### config.mk
export PLATFORM = sky130hd
export DESIGN_NAME = led_blink_channel_table
export DESIGN_NICKNAME = d
export VERILOG_FILES = /design/src/design/lbct_pkg.sv /design/src/design/lbct_ram.sv /design/src/design/lbct_fifo.sv /design/src/design/lbct_front.sv /design/src/design/lbct_exec.sv /design/src/design/led_blink_channel_table.sv
export SDC_FILE = /design/constraint.sdc
export NUM_CORES = 2
export LEC_CHECK = 0
export BUFFER_PORTS_ARGS = -buffer_cell sky130_fd_sc_hd__buf_2
export CAP_MARGIN = 15
export CELL_PAD_IN_SITES_DETAIL_PLACEMENT = 1
export CELL_PAD_IN_SITES_GLOBAL_PLACEMENT = 1
export CORE_MARGIN = 3
export CORE_UTILIZATION = 59
export DETAILED_ROUTE_END_ITERATION = 8
export GPL_ROUTABILITY_DRIVEN = 0
export PLACE_DENSITY = 0.83
export SLEW_MARGIN = 10
export SYNTH_ARGS = -nofsm -noshare
export SYNTH_HDL_FRONTEND = slang
export SYNTH_HIERARCHICAL = 1
export SYNTH_SLANG_ARGS = --single-unit
### constraint.sdc
create_clock -name clk -period 27.6 [get_ports clk]
set_input_delay 1.38 -clock clk [delete_from_list [all_inputs] [get_ports clk]]
set_output_delay 1.38 -clock clk [all_outputs]
set_load 0.01 [all_outputs]
### src/design/lbct_pkg.sv
// Shared types and constants for the blink channel table.
// Used by lbct_front, lbct_exec and the top level; depends on nothing.
package lbct_pkg;

  localparam int LBCT_SLOTS = 8;
  localparam int CMD_DEPTH  = 2;
  localparam int RES_DEPTH  = 2;
  localparam int MS_PER_SEC = 1000;

  typedef enum logic [1:0] {
    ACT_CREATE = 2'd0,
    ACT_REMOVE = 2'd1,
    ACT_TICK   = 2'd2,
    ACT_NONE   = 2'd3
  } action_t;

  typedef enum logic [1:0] {
    KIND_TICK   = 2'd0,
    KIND_CREATE = 2'd1,
    KIND_REMOVE = 2'd2
  } kind_t;

  typedef enum logic [2:0] {
    ST_IDLE,
    ST_CREATE,
    ST_REMOVE,
    ST_TICK,
    ST_FLUSH
  } exec_state_t;

  // Classified command handed from the front to the engine.
  typedef struct packed {
    action_t     action;
    logic [31:0] now;
    logic [15:0] cadence;
    logic [5:0]  pin;
    logic [31:0] life;
    logic [5:0]  sel;
  } cmd_t;

  // Per-slot record kept in the slot RAM; slot activity lives in flops.
  typedef struct packed {
    logic [5:0]  pin;
    logic [31:0] life;
    logic [31:0] start;
    logic [32:0] deadline;
    logic        level;
    logic [15:0] cadence;
  } slot_rec_t;

  typedef struct packed {
    kind_t       kind;
    logic [6:0]  slot_index;
    logic        accepted;
    logic        drive_pin;
    logic [5:0]  pin_number;
    logic        pin_level;
    logic        last;
  } res_t;

endpackage

### src/design/lbct_ram.sv
// Generic single-write, single-read RAM with registered read data.
// No dependencies.
module lbct_ram #(
  parameter int W     = 8,
  parameter int DEPTH = 8
) (
  input  logic                                   clk,
  input  logic                                   we,
  input  logic [(DEPTH > 1 ? $clog2(DEPTH) : 1)-1:0] waddr,
  input  logic [W-1:0]                           wdata,
  input  logic [(DEPTH > 1 ? $clog2(DEPTH) : 1)-1:0] raddr,
  output logic [W-1:0]                           rdata
);

  logic [W-1:0] mem [DEPTH];

  always_ff @(posedge clk) begin
    if (we) begin
      mem[waddr] <= wdata;
    end
    rdata <= mem[raddr];
  end

endmodule

### src/design/lbct_fifo.sv
// Small show-ahead FIFO built from flops, used for the command and result queues.
// No dependencies.
module lbct_fifo #(
  parameter int W     = 8,
  parameter int DEPTH = 2
) (
  input  logic         clk,
  input  logic         rst,
  input  logic         push,
  input  logic [W-1:0] din,
  output logic         full,
  input  logic         pop,
  output logic [W-1:0] dout,
  output logic         empty
);

  localparam int AW = (DEPTH > 1) ? $clog2(DEPTH) : 1;
  localparam int CW = $clog2(DEPTH + 1);

  logic [W-1:0]  mem [DEPTH];
  logic [AW-1:0] wr_ptr;
  logic [AW-1:0] rd_ptr;
  logic [CW-1:0] count;
  logic          do_push;
  logic          do_pop;

  assign full    = (count == CW'(DEPTH));
  assign empty   = (count == '0);
  assign do_push = push && !full;
  assign do_pop  = pop && !empty;
  assign dout    = mem[rd_ptr];

  always_ff @(posedge clk) begin
    if (do_push) begin
      mem[wr_ptr] <= din;
    end
  end

  always_ff @(posedge clk) begin
    if (rst) begin
      wr_ptr <= '0;
      rd_ptr <= '0;
      count  <= '0;
    end else begin
      if (do_push) begin
        wr_ptr <= (wr_ptr == AW'(DEPTH - 1)) ? '0 : wr_ptr + 1'b1;
      end
      if (do_pop) begin
        rd_ptr <= (rd_ptr == AW'(DEPTH - 1)) ? '0 : rd_ptr + 1'b1;
      end
      if (do_push && !do_pop) begin
        count <= count + 1'b1;
      end else if (do_pop && !do_push) begin
        count <= count - 1'b1;
      end
    end
  end

endmodule

### src/design/lbct_front.sv
// Front end: takes input transfers, drops unused action codes, converts the
// run time to milliseconds and queues commands. Uses lbct_pkg and lbct_fifo.
module lbct_front
  import lbct_pkg::*;
(
  input  logic        clk,
  input  logic        rst,
  input  logic        push,
  output logic        full,
  input  logic [1:0]  action,
  input  logic [31:0] now_ms,
  input  logic [15:0] cadence_ms,
  input  logic [5:0]  pin_select,
  input  logic [22:0] run_seconds,
  input  logic [5:0]  slot_select,
  output logic        cmd_valid,
  output cmd_t        cmd,
  input  logic        cmd_pop
);

  logic [32:0] life_prod;
  cmd_t        cmd_in;
  logic        q_push;
  logic        q_empty;
  logic [$bits(cmd_t)-1:0] q_dout;

  // 23 x 10 bit product fits in 33 bits; saturate to 32.
  assign life_prod = {10'd0, run_seconds} * 33'(MS_PER_SEC);

  always_comb begin
    cmd_in.action  = action_t'(action);
    cmd_in.now     = now_ms;
    cmd_in.cadence = cadence_ms;
    cmd_in.pin     = pin_select;
    cmd_in.life    = life_prod[32] ? 32'hFFFF_FFFF : life_prod[31:0];
    cmd_in.sel     = slot_select;
  end

  // Unused code is accepted and dropped here.
  assign q_push = push && (action_t'(action) != ACT_NONE);

  lbct_fifo #(
    .W     ($bits(cmd_t)),
    .DEPTH (CMD_DEPTH)
  ) u_cmd_q (
    .clk   (clk),
    .rst   (rst),
    .push  (q_push),
    .din   (cmd_in),
    .full  (full),
    .pop   (cmd_pop),
    .dout  (q_dout),
    .empty (q_empty)
  );

  assign cmd_valid = !q_empty;
  assign cmd       = cmd_t'(q_dout);

endmodule

### src/design/lbct_exec.sv
// Back end: owns the slot table and runs create, remove and tick commands.
// Uses lbct_pkg and lbct_ram.
module lbct_exec
  import lbct_pkg::*;
#(
  parameter int SLOTS = LBCT_SLOTS
) (
  input  logic clk,
  input  logic rst,
  input  logic cmd_valid,
  input  cmd_t cmd,
  output logic cmd_pop,
  output logic res_push,
  output res_t res,
  input  logic res_full
);

  localparam int IW = (SLOTS > 1) ? $clog2(SLOTS) : 1;
  localparam int CW = IW + 1;

  exec_state_t state, state_next;
  cmd_t        cur, cur_next;
  logic [SLOTS-1:0] act, act_next;
  logic [CW-1:0]    rd_ptr, rd_ptr_next;
  logic             ev_valid, ev_valid_next;
  logic [IW-1:0]    ev_idx, ev_idx_next;
  logic             pend_valid, pend_valid_next;
  res_t             pend, pend_next;

  logic          ram_we;
  logic [IW-1:0] ram_waddr;
  slot_rec_t     ram_wdata;
  logic [IW-1:0] raddr;
  slot_rec_t     rdata;

  // free slot search
  logic          found;
  logic [IW-1:0] free_idx;

  // tick evaluation of the slot at ev_idx
  logic [31:0] elapsed;
  logic        expire;
  logic        toggle;
  logic        emit;
  logic        stall;
  logic        ev_go;
  logic        rd_live;
  res_t        ev_res;
  slot_rec_t   ev_rec;

  // remove
  logic        rm_hit;
  logic [IW-1:0] rm_idx;

  lbct_ram #(
    .W     ($bits(slot_rec_t)),
    .DEPTH (SLOTS)
  ) u_slot_ram (
    .clk   (clk),
    .we    (ram_we),
    .waddr (ram_waddr),
    .wdata (ram_wdata),
    .raddr (raddr),
    .rdata (rdata)
  );

  always_comb begin
    found    = 1'b0;
    free_idx = '0;
    for (int i = SLOTS - 1; i >= 0; i--) begin
      if (!act[i]) begin
        found    = 1'b1;
        free_idx = IW'(i);
      end
    end
  end

  assign rm_idx = cur.sel[IW-1:0];
  assign rm_hit = ({1'b0, cur.sel} < 7'(SLOTS)) && act[rm_idx];

  assign elapsed = cur.now - rdata.start;
  assign expire  = (rdata.life != '0) && (elapsed >= rdata.life);
  assign toggle  = !expire && ({1'b0, elapsed} >= rdata.deadline);
  assign emit    = ev_valid && act[ev_idx] && (expire || toggle);
  assign stall   = emit && pend_valid && res_full;
  assign ev_go   = !ev_valid || !stall;
  assign rd_live = (rd_ptr < CW'(SLOTS));

  always_comb begin
    ev_rec          = rdata;
    ev_rec.level    = ~rdata.level;
    ev_rec.deadline = rdata.deadline + {17'd0, rdata.cadence};
    ev_res.kind       = KIND_TICK;
    ev_res.slot_index = 7'(ev_idx);
    ev_res.accepted   = 1'b0;
    ev_res.drive_pin  = 1'b1;
    ev_res.pin_number = rdata.pin;
    ev_res.pin_level  = expire ? 1'b0 : ~rdata.level;
    ev_res.last       = 1'b0;
  end

  always_ff @(posedge clk) begin
    if (rst) begin
      state <= ST_IDLE;
    end else begin
      state <= state_next;
    end
  end

  always_ff @(posedge clk) begin
    if (rst) begin
      act        <= '0;
      ev_valid   <= 1'b0;
      pend_valid <= 1'b0;
      rd_ptr     <= '0;
    end else begin
      act        <= act_next;
      ev_valid   <= ev_valid_next;
      pend_valid <= pend_valid_next;
      rd_ptr     <= rd_ptr_next;
    end
  end

  always_ff @(posedge clk) begin
    cur    <= cur_next;
    ev_idx <= ev_idx_next;
    pend   <= pend_next;
  end

  always_comb begin
    state_next      = state;
    cur_next        = cur;
    act_next        = act;
    rd_ptr_next     = rd_ptr;
    ev_valid_next   = ev_valid;
    ev_idx_next     = ev_idx;
    pend_valid_next = pend_valid;
    pend_next       = pend;
    cmd_pop         = 1'b0;
    res_push        = 1'b0;
    res             = '0;
    ram_we          = 1'b0;
    ram_waddr       = ev_idx;
    ram_wdata       = ev_rec;
    raddr           = rm_idx;

    unique case (state)
      ST_IDLE: begin
        raddr = cmd.sel[IW-1:0];
        if (cmd_valid) begin
          cmd_pop  = 1'b1;
          cur_next = cmd;
          unique case (cmd.action)
            ACT_CREATE: state_next = ST_CREATE;
            ACT_REMOVE: state_next = ST_REMOVE;
            default: begin
              rd_ptr_next   = '0;
              ev_valid_next = 1'b0;
              state_next    = ST_TICK;
            end
          endcase
        end
      end

      ST_CREATE: begin
        res.kind       = KIND_CREATE;
        res.slot_index = found ? 7'(free_idx) : 7'(SLOTS);
        res.accepted   = found;
        res.last       = 1'b1;
        if (!res_full) begin
          res_push = 1'b1;
          if (found) begin
            ram_we             = 1'b1;
            ram_waddr          = free_idx;
            ram_wdata.pin      = cur.pin;
            ram_wdata.life     = cur.life;
            ram_wdata.start    = cur.now;
            ram_wdata.deadline = '0;
            ram_wdata.level    = 1'b0;
            ram_wdata.cadence  = cur.cadence;
            // zero cadence leaves the slot free
            act_next[free_idx] = (cur.cadence != '0);
          end
          state_next = ST_IDLE;
        end
      end

      ST_REMOVE: begin
        res.kind       = KIND_REMOVE;
        res.slot_index = {1'b0, cur.sel};
        res.accepted   = rm_hit;
        res.drive_pin  = rm_hit;
        res.pin_number = rm_hit ? rdata.pin : 6'd0;
        res.last       = 1'b1;
        if (!res_full) begin
          res_push = 1'b1;
          if (rm_hit) begin
            act_next[rm_idx] = 1'b0;
          end
          state_next = ST_IDLE;
        end
      end

      ST_TICK: begin
        // Read of the next slot overlaps evaluation of the current one;
        // on a stall the read address holds so the RAM output stays aligned.
        raddr = ev_go ? rd_ptr[IW-1:0] : ev_idx;
        if (emit && !stall) begin
          // Results are held back one step so the final one can carry last.
          if (pend_valid) begin
            res_push = 1'b1;
            res      = pend;
          end
          pend_next       = ev_res;
          pend_valid_next = 1'b1;
          if (expire) begin
            act_next[ev_idx] = 1'b0;
          end else begin
            ram_we = 1'b1;
          end
        end
        if (ev_go) begin
          ev_valid_next = rd_live;
          ev_idx_next   = rd_ptr[IW-1:0];
          if (rd_live) begin
            rd_ptr_next = rd_ptr + 1'b1;
          end else begin
            state_next = ST_FLUSH;
          end
        end
      end

      ST_FLUSH: begin
        res      = pend;
        res.last = 1'b1;
        if (!pend_valid) begin
          state_next = ST_IDLE;
        end else if (!res_full) begin
          res_push        = 1'b1;
          pend_valid_next = 1'b0;
          state_next      = ST_IDLE;
        end
      end

      default: state_next = ST_IDLE;
    endcase
  end

endmodule

### src/design/led_blink_channel_table.sv
// Blink channel table: SLOTS blink channels that toggle output pins on a
// millisecond time base. Input and result sides are queues (push/full,
// empty/pop). A tick walks every slot through the slot RAM, one slot per
// cycle, and is held longer while the result queue is full.
// Commands pass through a 2-entry queue, so the front keeps taking transfers
// while the engine is busy. Depends on lbct_pkg, lbct_front, lbct_exec, lbct_fifo.
module led_blink_channel_table
  import lbct_pkg::*;
#(
  parameter int SLOTS = LBCT_SLOTS
) (
  input  logic        clk,
  input  logic        rst,
  input  logic        push,
  output logic        full,
  input  logic [1:0]  action,
  input  logic [31:0] now_ms,
  input  logic [15:0] cadence_ms,
  input  logic [5:0]  pin_select,
  input  logic [22:0] run_seconds,
  input  logic [5:0]  slot_select,
  output logic        empty,
  input  logic        pop,
  output logic [1:0]  kind,
  output logic [6:0]  slot_index,
  output logic        accepted,
  output logic        drive_pin,
  output logic [5:0]  pin_number,
  output logic        pin_level,
  output logic        last
);

  logic cmd_valid;
  cmd_t cmd;
  logic cmd_pop;
  logic res_push;
  res_t res_in;
  logic res_full;
  logic [$bits(res_t)-1:0] res_dout;
  res_t res_head;

  lbct_front u_front (
    .clk         (clk),
    .rst         (rst),
    .push        (push),
    .full        (full),
    .action      (action),
    .now_ms      (now_ms),
    .cadence_ms  (cadence_ms),
    .pin_select  (pin_select),
    .run_seconds (run_seconds),
    .slot_select (slot_select),
    .cmd_valid   (cmd_valid),
    .cmd         (cmd),
    .cmd_pop     (cmd_pop)
  );

  lbct_exec #(
    .SLOTS (SLOTS)
  ) u_exec (
    .clk       (clk),
    .rst       (rst),
    .cmd_valid (cmd_valid),
    .cmd       (cmd),
    .cmd_pop   (cmd_pop),
    .res_push  (res_push),
    .res       (res_in),
    .res_full  (res_full)
  );

  lbct_fifo #(
    .W     ($bits(res_t)),
    .DEPTH (RES_DEPTH)
  ) u_res_q (
    .clk   (clk),
    .rst   (rst),
    .push  (res_push),
    .din   (res_in),
    .full  (res_full),
    .pop   (pop),
    .dout  (res_dout),
    .empty (empty)
  );

  assign res_head   = res_t'(res_dout);
  assign kind       = res_head.kind;
  assign slot_index = res_head.slot_index;
  assign accepted   = res_head.accepted;
  assign drive_pin  = res_head.drive_pin;
  assign pin_number = res_head.pin_number;
  assign pin_level  = res_head.pin_level;
  assign last       = res_head.last;

endmodule

* Yosys cells after proc, flatten, opt, wreduce, memory -nomap -nowiden
Memory sizes are Yosys's and may differ from the RTL's. A register that Yosys moved wholly into a read port is not among the register bits. Index checks and enable logic that the tools add are counted.
Storage, ports and cells: output and inout bits 21, RAM bits 1186, memories 3, latch bits 0, register bits after elaboration 130, bits in read-only memories 0
Cells by class: eq/ne operators 19, reductions and logical operators 54, $lt $le $gt $ge 10, add/subtract/negate cells 11, $mul 1, shifts and indexed selects 0, divide/modulo/power cells 0, bitwise gates (word level) 6, multiplexer cells 101
Memory list:
- u_exec.u_slot_ram.mem | words 8, width 120, read ports 1, clocked after memory_dff 1, wr ports 1, RTL line lbct_ram.sv:15 | logic [W-1:0] mem [DEPTH];
- u_front.u_cmd_q.mem | words 2, width 94, read ports 1, clocked after memory_dff 1, wr ports 1, RTL line lbct_fifo.sv:20 | logic [W-1:0] mem [DEPTH];
- u_res_q.mem | words 2, width 19, read ports 1, clocked after memory_dff 1, wr ports 1, RTL line lbct_fifo.sv:20
Operators with widths (number):
- $mux 120 | 3
- $mux 3 | 17
- $mux 8 | 6
- $mux 1 | 43
- $pmux 10 s4 | 1
- $add 33x16->33 | 1
- $ge 32x33->1 | 1
- $ge 32x32->1 | 1
- $mux 32 | 1
- $reduce_bool 32->1 | 1
- $sub 32x32->32 | 1
- $mul 23x7->30 const B | 1
- $pmux 8 s3 | 1
- $pmux 7 s3 | 1
- $logic_and 1x1->1 | 20
- $mux 4 | 5
- $mux 19 | 1
- $and 8x8->8 | 2
- $not 8->8 | 2
- $reduce_bool 16->1 | 1
- $mux 13 | 1
- $lt 3x4->1 const B | 3
- $ne 2x1->1 const B | 6
- $ne 2x2->1 const B | 6
- 37 further kinds | 76

* Logic depth before layout (Yosys ltp)
depth in word-level cells 18, mapped depth 27, gate-level depth less buffers 27

* Hierarchy
Netlist, hierarchy kept.
By module, submodules not included:
- lbct_ram | times used 1, cells each 1520, area an instance 39026.2 µm², sequential area each 31230.0 µm²
- lbct_exec | times used 1, cells each 1215, area an instance 10261.1 µm², sequential area each 3493.4 µm²
- lbct_fifo at u_front.u_cmd_q | times used 1, cells each 317, area an instance 7011.7 µm², sequential area each 5745.5 µm²
- lbct_front | times used 1, cells each 465, area an instance 4116.4 µm², sequential area each 0.0 µm²
- lbct_fifo at u_res_q | times used 1, cells each 84, area an instance 1585.3 µm², sequential area each 1241.2 µm²

* Worst setup path before layout
Ideal clock, no wire load.
path kind reg2reg, from register u_exec/cur[60] (netlist bit), to memory u_exec/u_slot_ram/mem[0][0] (netlist bit), enable pin, library setup time 0.746 ns, data required time 26.854 ns, slack 14.218 ns, data arrival time 12.636 ns, stages on the path, launching flop included 24, clock period less this slack 13.382 ns, path through edfxtp_1 > inv_1 > ha_1 > fa_1 > nor2b_1 > o31a_1 > o211ai_1 > a21o_1 > nor2_1 > a2111oi_4 > o311a_1 > a21oi_1 > xor2_1 > ha_1 > and4_1 > a221oi_1 > a21oi_1 > nand2_1 > a31oi_1 > nand2_1 > a21oi_1 > a21o_1 > nand2b_1 > nor3_1
On the way: word-level cells in the longest chain between the ends 15, elaborated cells between the ends (all ways) 17
Ends and longest elaborated chain:
- from (decl) | RTL line lbct_exec.sv:22 | cmd_t cur, cur_next;
- from (signal assigned) | RTL line lbct_exec.sv:125 | cur <= cur_next;
- $sub 32x32->32 * | RTL line lbct_exec.sv:81 | assign elapsed = cur.now - rdata.start;
- $ge 32x32->1 | RTL line lbct_exec.sv:82 | assign expire = (rdata.life != '0) && (elapsed >= rdata.life);
- $logic_and 1x1->1 | RTL line lbct_exec.sv:82
- $logic_not 1->1 | RTL line lbct_exec.sv:83 | assign toggle = !expire && ({1'b0, elapsed} >= rdata.deadline);
- $logic_and 1x1->1 | RTL line lbct_exec.sv:83
- $logic_or 1x1->1 | RTL line lbct_exec.sv:84 | assign emit = ev_valid && act[ev_idx] && (expire || toggle);
- $logic_and 1x1->1 | RTL line lbct_exec.sv:84
- $logic_and 1x1->1 (2 in a row) | RTL line lbct_exec.sv:85 | assign stall = emit && pend_valid && res_full;
- $logic_not 1->1 | RTL line lbct_exec.sv:208 | if (emit && !stall) begin
- $logic_and 1x1->1 | RTL line lbct_exec.sv:208
- $mux 1 * | RTL line lbct_exec.sv:208
- $pmux 1 s2 * | RTL line lbct_exec.sv:147 | unique case (state)
- via u_exec.ram_we | RTL line lbct_exec.sv:30 | logic ram_we;
- $mux 1 * | RTL line lbct_ram.sv:18 | if (we) begin
- $mux 1 (not written as such) * | RTL line lbct_ram.sv:19 | mem[waddr] <= wdata;
- to (decl) | RTL line lbct_ram.sv:15
The timed path passes the listed nets; every way through them passes the cells marked *.

* Worst setup path after layout
from register u_exec.u_slot_ram.rdata[51] (read register of u_exec.u_slot_ram.mem), to register u_exec.u_slot_ram.rdata[88] (read register of u_exec.u_slot_ram.mem)
On the way: word-level cells in the longest chain between the ends 13, elaborated cells between the ends (all ways) 14
Ends and longest elaborated chain:
- from (decl) | RTL line lbct_ram.sv:12 | output logic [W-1:0] rdata
- $sub 32x32->32 * | RTL line lbct_exec.sv:81
- $ge 32x32->1 | RTL line lbct_exec.sv:82
- $logic_and 1x1->1 | RTL line lbct_exec.sv:82
- $logic_not 1->1 | RTL line lbct_exec.sv:83
- $logic_and 1x1->1 | RTL line lbct_exec.sv:83
- $logic_or 1x1->1 * | RTL line lbct_exec.sv:84
- $logic_and 1x1->1 * | RTL line lbct_exec.sv:84
- $logic_and 1x1->1 * (2 in a row) | RTL line lbct_exec.sv:85
- $logic_not 1->1 * | RTL line lbct_exec.sv:86 | assign ev_go = !ev_valid || !stall;
- $logic_or 1x1->1 * | RTL line lbct_exec.sv:86
- $mux 3 * | RTL line lbct_exec.sv:207 | raddr = ev_go ? rd_ptr[IW-1:0] : ev_idx;
- $pmux 3 s2 * | RTL line lbct_exec.sv:147
- via u_exec.raddr[0] | RTL line lbct_exec.sv:33 | logic [IW-1:0] raddr;
Marked as above. A chain may end at the register's enable or synchronous reset.

==> results.sh <==
export IMPL_outcome="completed"
export IMPL_grt_max_degree=180
export IMPL_row_count=118
export IMPL_cts_max_path_buffers=3
export IMPL_ir_worst_vdd_v=0.0001531
export IMPL_start_kind="flop"
export IMPL_synthFlopType="edfxtp_1"
export IMPL_hold_buffers=0
export IMPL_dr_pass1_iters=5
export IMPL_num_vias=33720
export IMPL_grt_pass1_wl_um=236400
export IMPL_grtUsageTotal_pct=29.29
export IMPL_synth_edff_count=1291
export IMPL_utilization_pct=66.00
export IMPL_ys_types=91
export IMPL_p_clk_share_pct=20.6
export IMPL_placedCellCount=4998
export IMPL_htreeDepth=4
export IMPL_io_pins=110
export IMPL_yosysTopAreaCell="edfxtp_1"
export IMPL_drive_gt1_share_pct=20.02
export IMPL_grt_setup_unrepaired="false"
export IMPL_initial_utilization_pct=59.65
export IMPL_ant_nets=0
export IMPL_synthCells=3601
export IMPL_place_area_um2=63780
export IMPL_dp_hpwl_um=90560
export IMPL_tns_ns=0
export IMPL_dieArea_um2=109000
export IMPL_worstSetupEndpointType="flop"
export IMPL_combPwrFrac_pct=43.5
export IMPL_max_slew_worst_pin_slew_ns=1.158
export IMPL_drt_iter0_drc=3259
export IMPL_fin_crit_ns=9.240
export IMPL_power_internal_w=0.006049
export IMPL_n_fill_cell=8793
export IMPL_maxCapViolations=0
export IMPL_setup_viol=0
export IMPL_hp_class="reg -> reg"
export IMPL_synth_async_reset_ratio_pct=0
export IMPL_cts_sinks=1438
export IMPL_critical_path_class="reg -> reg"
export IMPL_antenna_found_initial=4
export IMPL_grt_pass1_vias=36910
export IMPL_power_total_w=0.009721
export IMPL_die_h_um=330.2
export IMPL_clock_root_buffer="clkbuf_16"
export IMPL_routed_wl_um=156800
export IMPL_slew_violations=0
export IMPL_synthTopCellsByArea="edfxtp_1 63%, mux4_2 5.0%, dfxtp_1 4.7%"
export IMPL_swShare_pct=37.78
export IMPL_syn_area_per_cell_um2=17.22
export IMPL_fin_crit_sh_pct=33.48
export IMPL_avgViaCountPerCell=6.409
export IMPL_p_leak_nw=24.40
export IMPL_area_growth_pct=10.64
export IMPL_max_freq_mhz=108.2
export IMPL_remaining_drc_errors=0
export IMPL_wl_per_cell_um=29.81
export IMPL_p_sw_w=0.003672
export IMPL_cts_setup_buffers=0
export IMPL_cts_inserted_buffers=141
export IMPL_tritoncts="built"
export IMPL_coreArea_um2=103900
export IMPL_cp_max_fo=42
export IMPL_synth_nets=3955
export IMPL_ys_seq_area_share_pct=67.27
export IMPL_die_width_um=330.2
export IMPL_syn_area_um2=62000
export IMPL_slew_headroom_pct=22.25
export IMPL_cp_arrival_ns=9.86
export IMPL_ctsResizeCount=0
export IMPL_crit_required_ns=28.22
export IMPL_finalClockSkew_ns=0.03185
export IMPL_place_port_buffers=109
export IMPL_ys_warnings_count=6
export IMPL_finalHoldViolCount=0
export IMPL_synth_top_area_share_pct=62.53
export IMPL_finalNetCount=4115
export IMPL_fin_area_um2=68600
export IMPL_clkSlewWorstSetupHoldPaths_ns=0.07
export IMPL_clk_latency_ns=0.75
export IMPL_stdcell_count=5262
export IMPL_grt_ovfl_total=0
export IMPL_ys_ff_latch=1438
export IMPL_powerDensity_nw_per_um2=141.7
export IMPL_seqPwrFrac_pct=36.0
-- critical path, stage by stage, from the launching register on --
cell	delay, ns
dfxtp_1	0.39
inv_1	0.09
ha_1	0.28
nor2b_1	0.15
o21ai_0	0.36
a21boi_1	0.20
o21a_1	0.25
o31a_1	0.34
a21boi_1	0.47
a211oi_1	0.31
o2111ai_1	0.29
nand3_1	0.18
ha_1	0.36
nand4b_1	0.20
nor4_1	0.64
o21ai_0	0.43
a31o_2	0.41
mux2_2	0.25
nor2_1	0.06
nor2_4	0.80
buf_4	0.76
buf_4	0.81
mux4_1	0.70
mux2_2	0.29
-- final cells by class --
| type | instances | area [µm²] | share of cell area, % |
|---|---|---|---|
| Multi-Input combinational cell | 1783 | 18520 | 26.99 |
| Antenna cell | 1 | 2.502 | 0.003648 |
| Sequential cell | 1438 | 41710 | 60.81 |
| Tap cell | 1380 | 1727 | 2.517 |
| Clock inverter | 65 | 845.8 | 1.233 |
| Timing Repair Buffer | 142 | 868.3 | 1.266 |
| Clock buffer | 198 | 3966 | 5.782 |
| Inverter | 255 | 959.7 | 1.399 |
-- per-layer routing --
metal | vias to the layer above | global-route usage, % | share of wire (%)
li1 | 14280 | - | -
met2 | 1611 | 50.86 | 52
met1 | 17490 | 37.72 | 38
met3 | 346 | 4.027 | 6.8
met5 | - | 0 | 0
met4 | 0 | 11.39 | 3.8
-- cell families (layout without fill, tap and decap cells) --
kind of cell	after synthesis	count (layout)	share of synthesized area [%]
flops	1438	1438	67.27
simple gates	539	539	4.010
mux	483	483	13.84
compound gates	414	414	4.349
buf+inv	380	660	3.013
fa+ha+maj	265	265	6.365
xor+xnor	81	81	1.144
other cells	1	2	0.006048
-- power groups by stage --
stage	Sequential, W	Combinational, W	Clock, W
after floorplan	0.00342	0.00297	0
after global placement	0.00349	0.00376	0
after detailed placement	0.00352	0.00402	0
after CTS	0.00349	0.00419	0.00203
after global routing	0.00352	0.00456	0.00212
final	0.00350	0.00422	0.00200
-- synth_stat cells, drive strengths merged, types with 5 or more instances --
library cell	count
mux2	239
o221ai	6
and2	16
or3	12
o311ai	7
o21bai	11
xnor2	51
buf	69
ha	181
o21ai	129
o31ai	5
nand2b	19
nor2b	12
a31oi	9
nor4	20
nor3	22
edfxtp	1291
a21oi	113
nand4	27
clkbuf	56
nand3	23
nor2	118
nand2	238
o21a	10
dfxtp	147
a21o	35
a2111oi	5
a211oi	13
o2111ai	6
a22o	8
o211ai	7
a21boi	7
inv	255
fa	84
o211a	6
and3	14
xor2	30
mux4	244
-- sequential cells by signal (all words and copies together), names as in the netlist, 2 cells and up, named ones only --
signal	count
u_res_q/mem	38
u_res_q/count	2
u_exec/u_slot_ram/mem	960
u_exec/pend	10
u_exec/state	3
u_exec/rd_ptr	4
u_exec/act	8
u_exec/u_slot_ram/rdata	120
u_exec/ev_idx	3
u_front/u_cmd_q/mem	188
u_exec/cur	92
u_front/u_cmd_q/count	2
-- through the flow --
stage	setup WS (ns)	hold WS, ns
after floorplan	14.22	0.4277
after global placement	19.09	0.4689
after detailed placement	18.77	0.5025
after CTS	18.44	0.5096
after global routing	17.86	0.5496
final	18.36	0.5190
-- cells in the final DEF, fill, tap and decap left out, types with 10 or more instances in the layout --
master     instances
edfxtp_1        1291
inv_1            253
mux2_2           239
nand2_1          237
ha_1             181
dfxtp_1          146
clkbuf_16        144
mux4_2           139
o21ai_0          124
a21oi_1          112
buf_2            109
mux4_1           105
nor2_1           103
fa_1              84
xnor2_1           51
clkbuf_1          38
a21o_1            35
xor2_1            30
buf_4             27
nand4_1           27
nand3_1           23
nand2b_1          19
nor3_1            19
nor4_1            19
bufinv_16         17
clkinv_2          16
clkinv_1          16
clkbuf_8          16
and2_1            15
and3_1            14
or3_1             12
a211oi_1          11
o21bai_1          11
nor2b_1           10
-- worst paths after layout --
path                          startpoint                     endpoint  slack, ns  depth (start not counted)
max reg2reg  u_exec/u_slot_ram/rdata[51]  u_exec/u_slot_ram/rdata[88]      18.36                         23
max          u_exec/u_slot_ram/rdata[51]  u_exec/u_slot_ram/rdata[88]      18.36                         23
min                      u_exec/ev_valid              u_exec/ev_valid       0.52                          2
min reg2reg              u_exec/ev_valid              u_exec/ev_valid       0.52                          2
No activity file was read; power rests on OpenSTA's default activity.
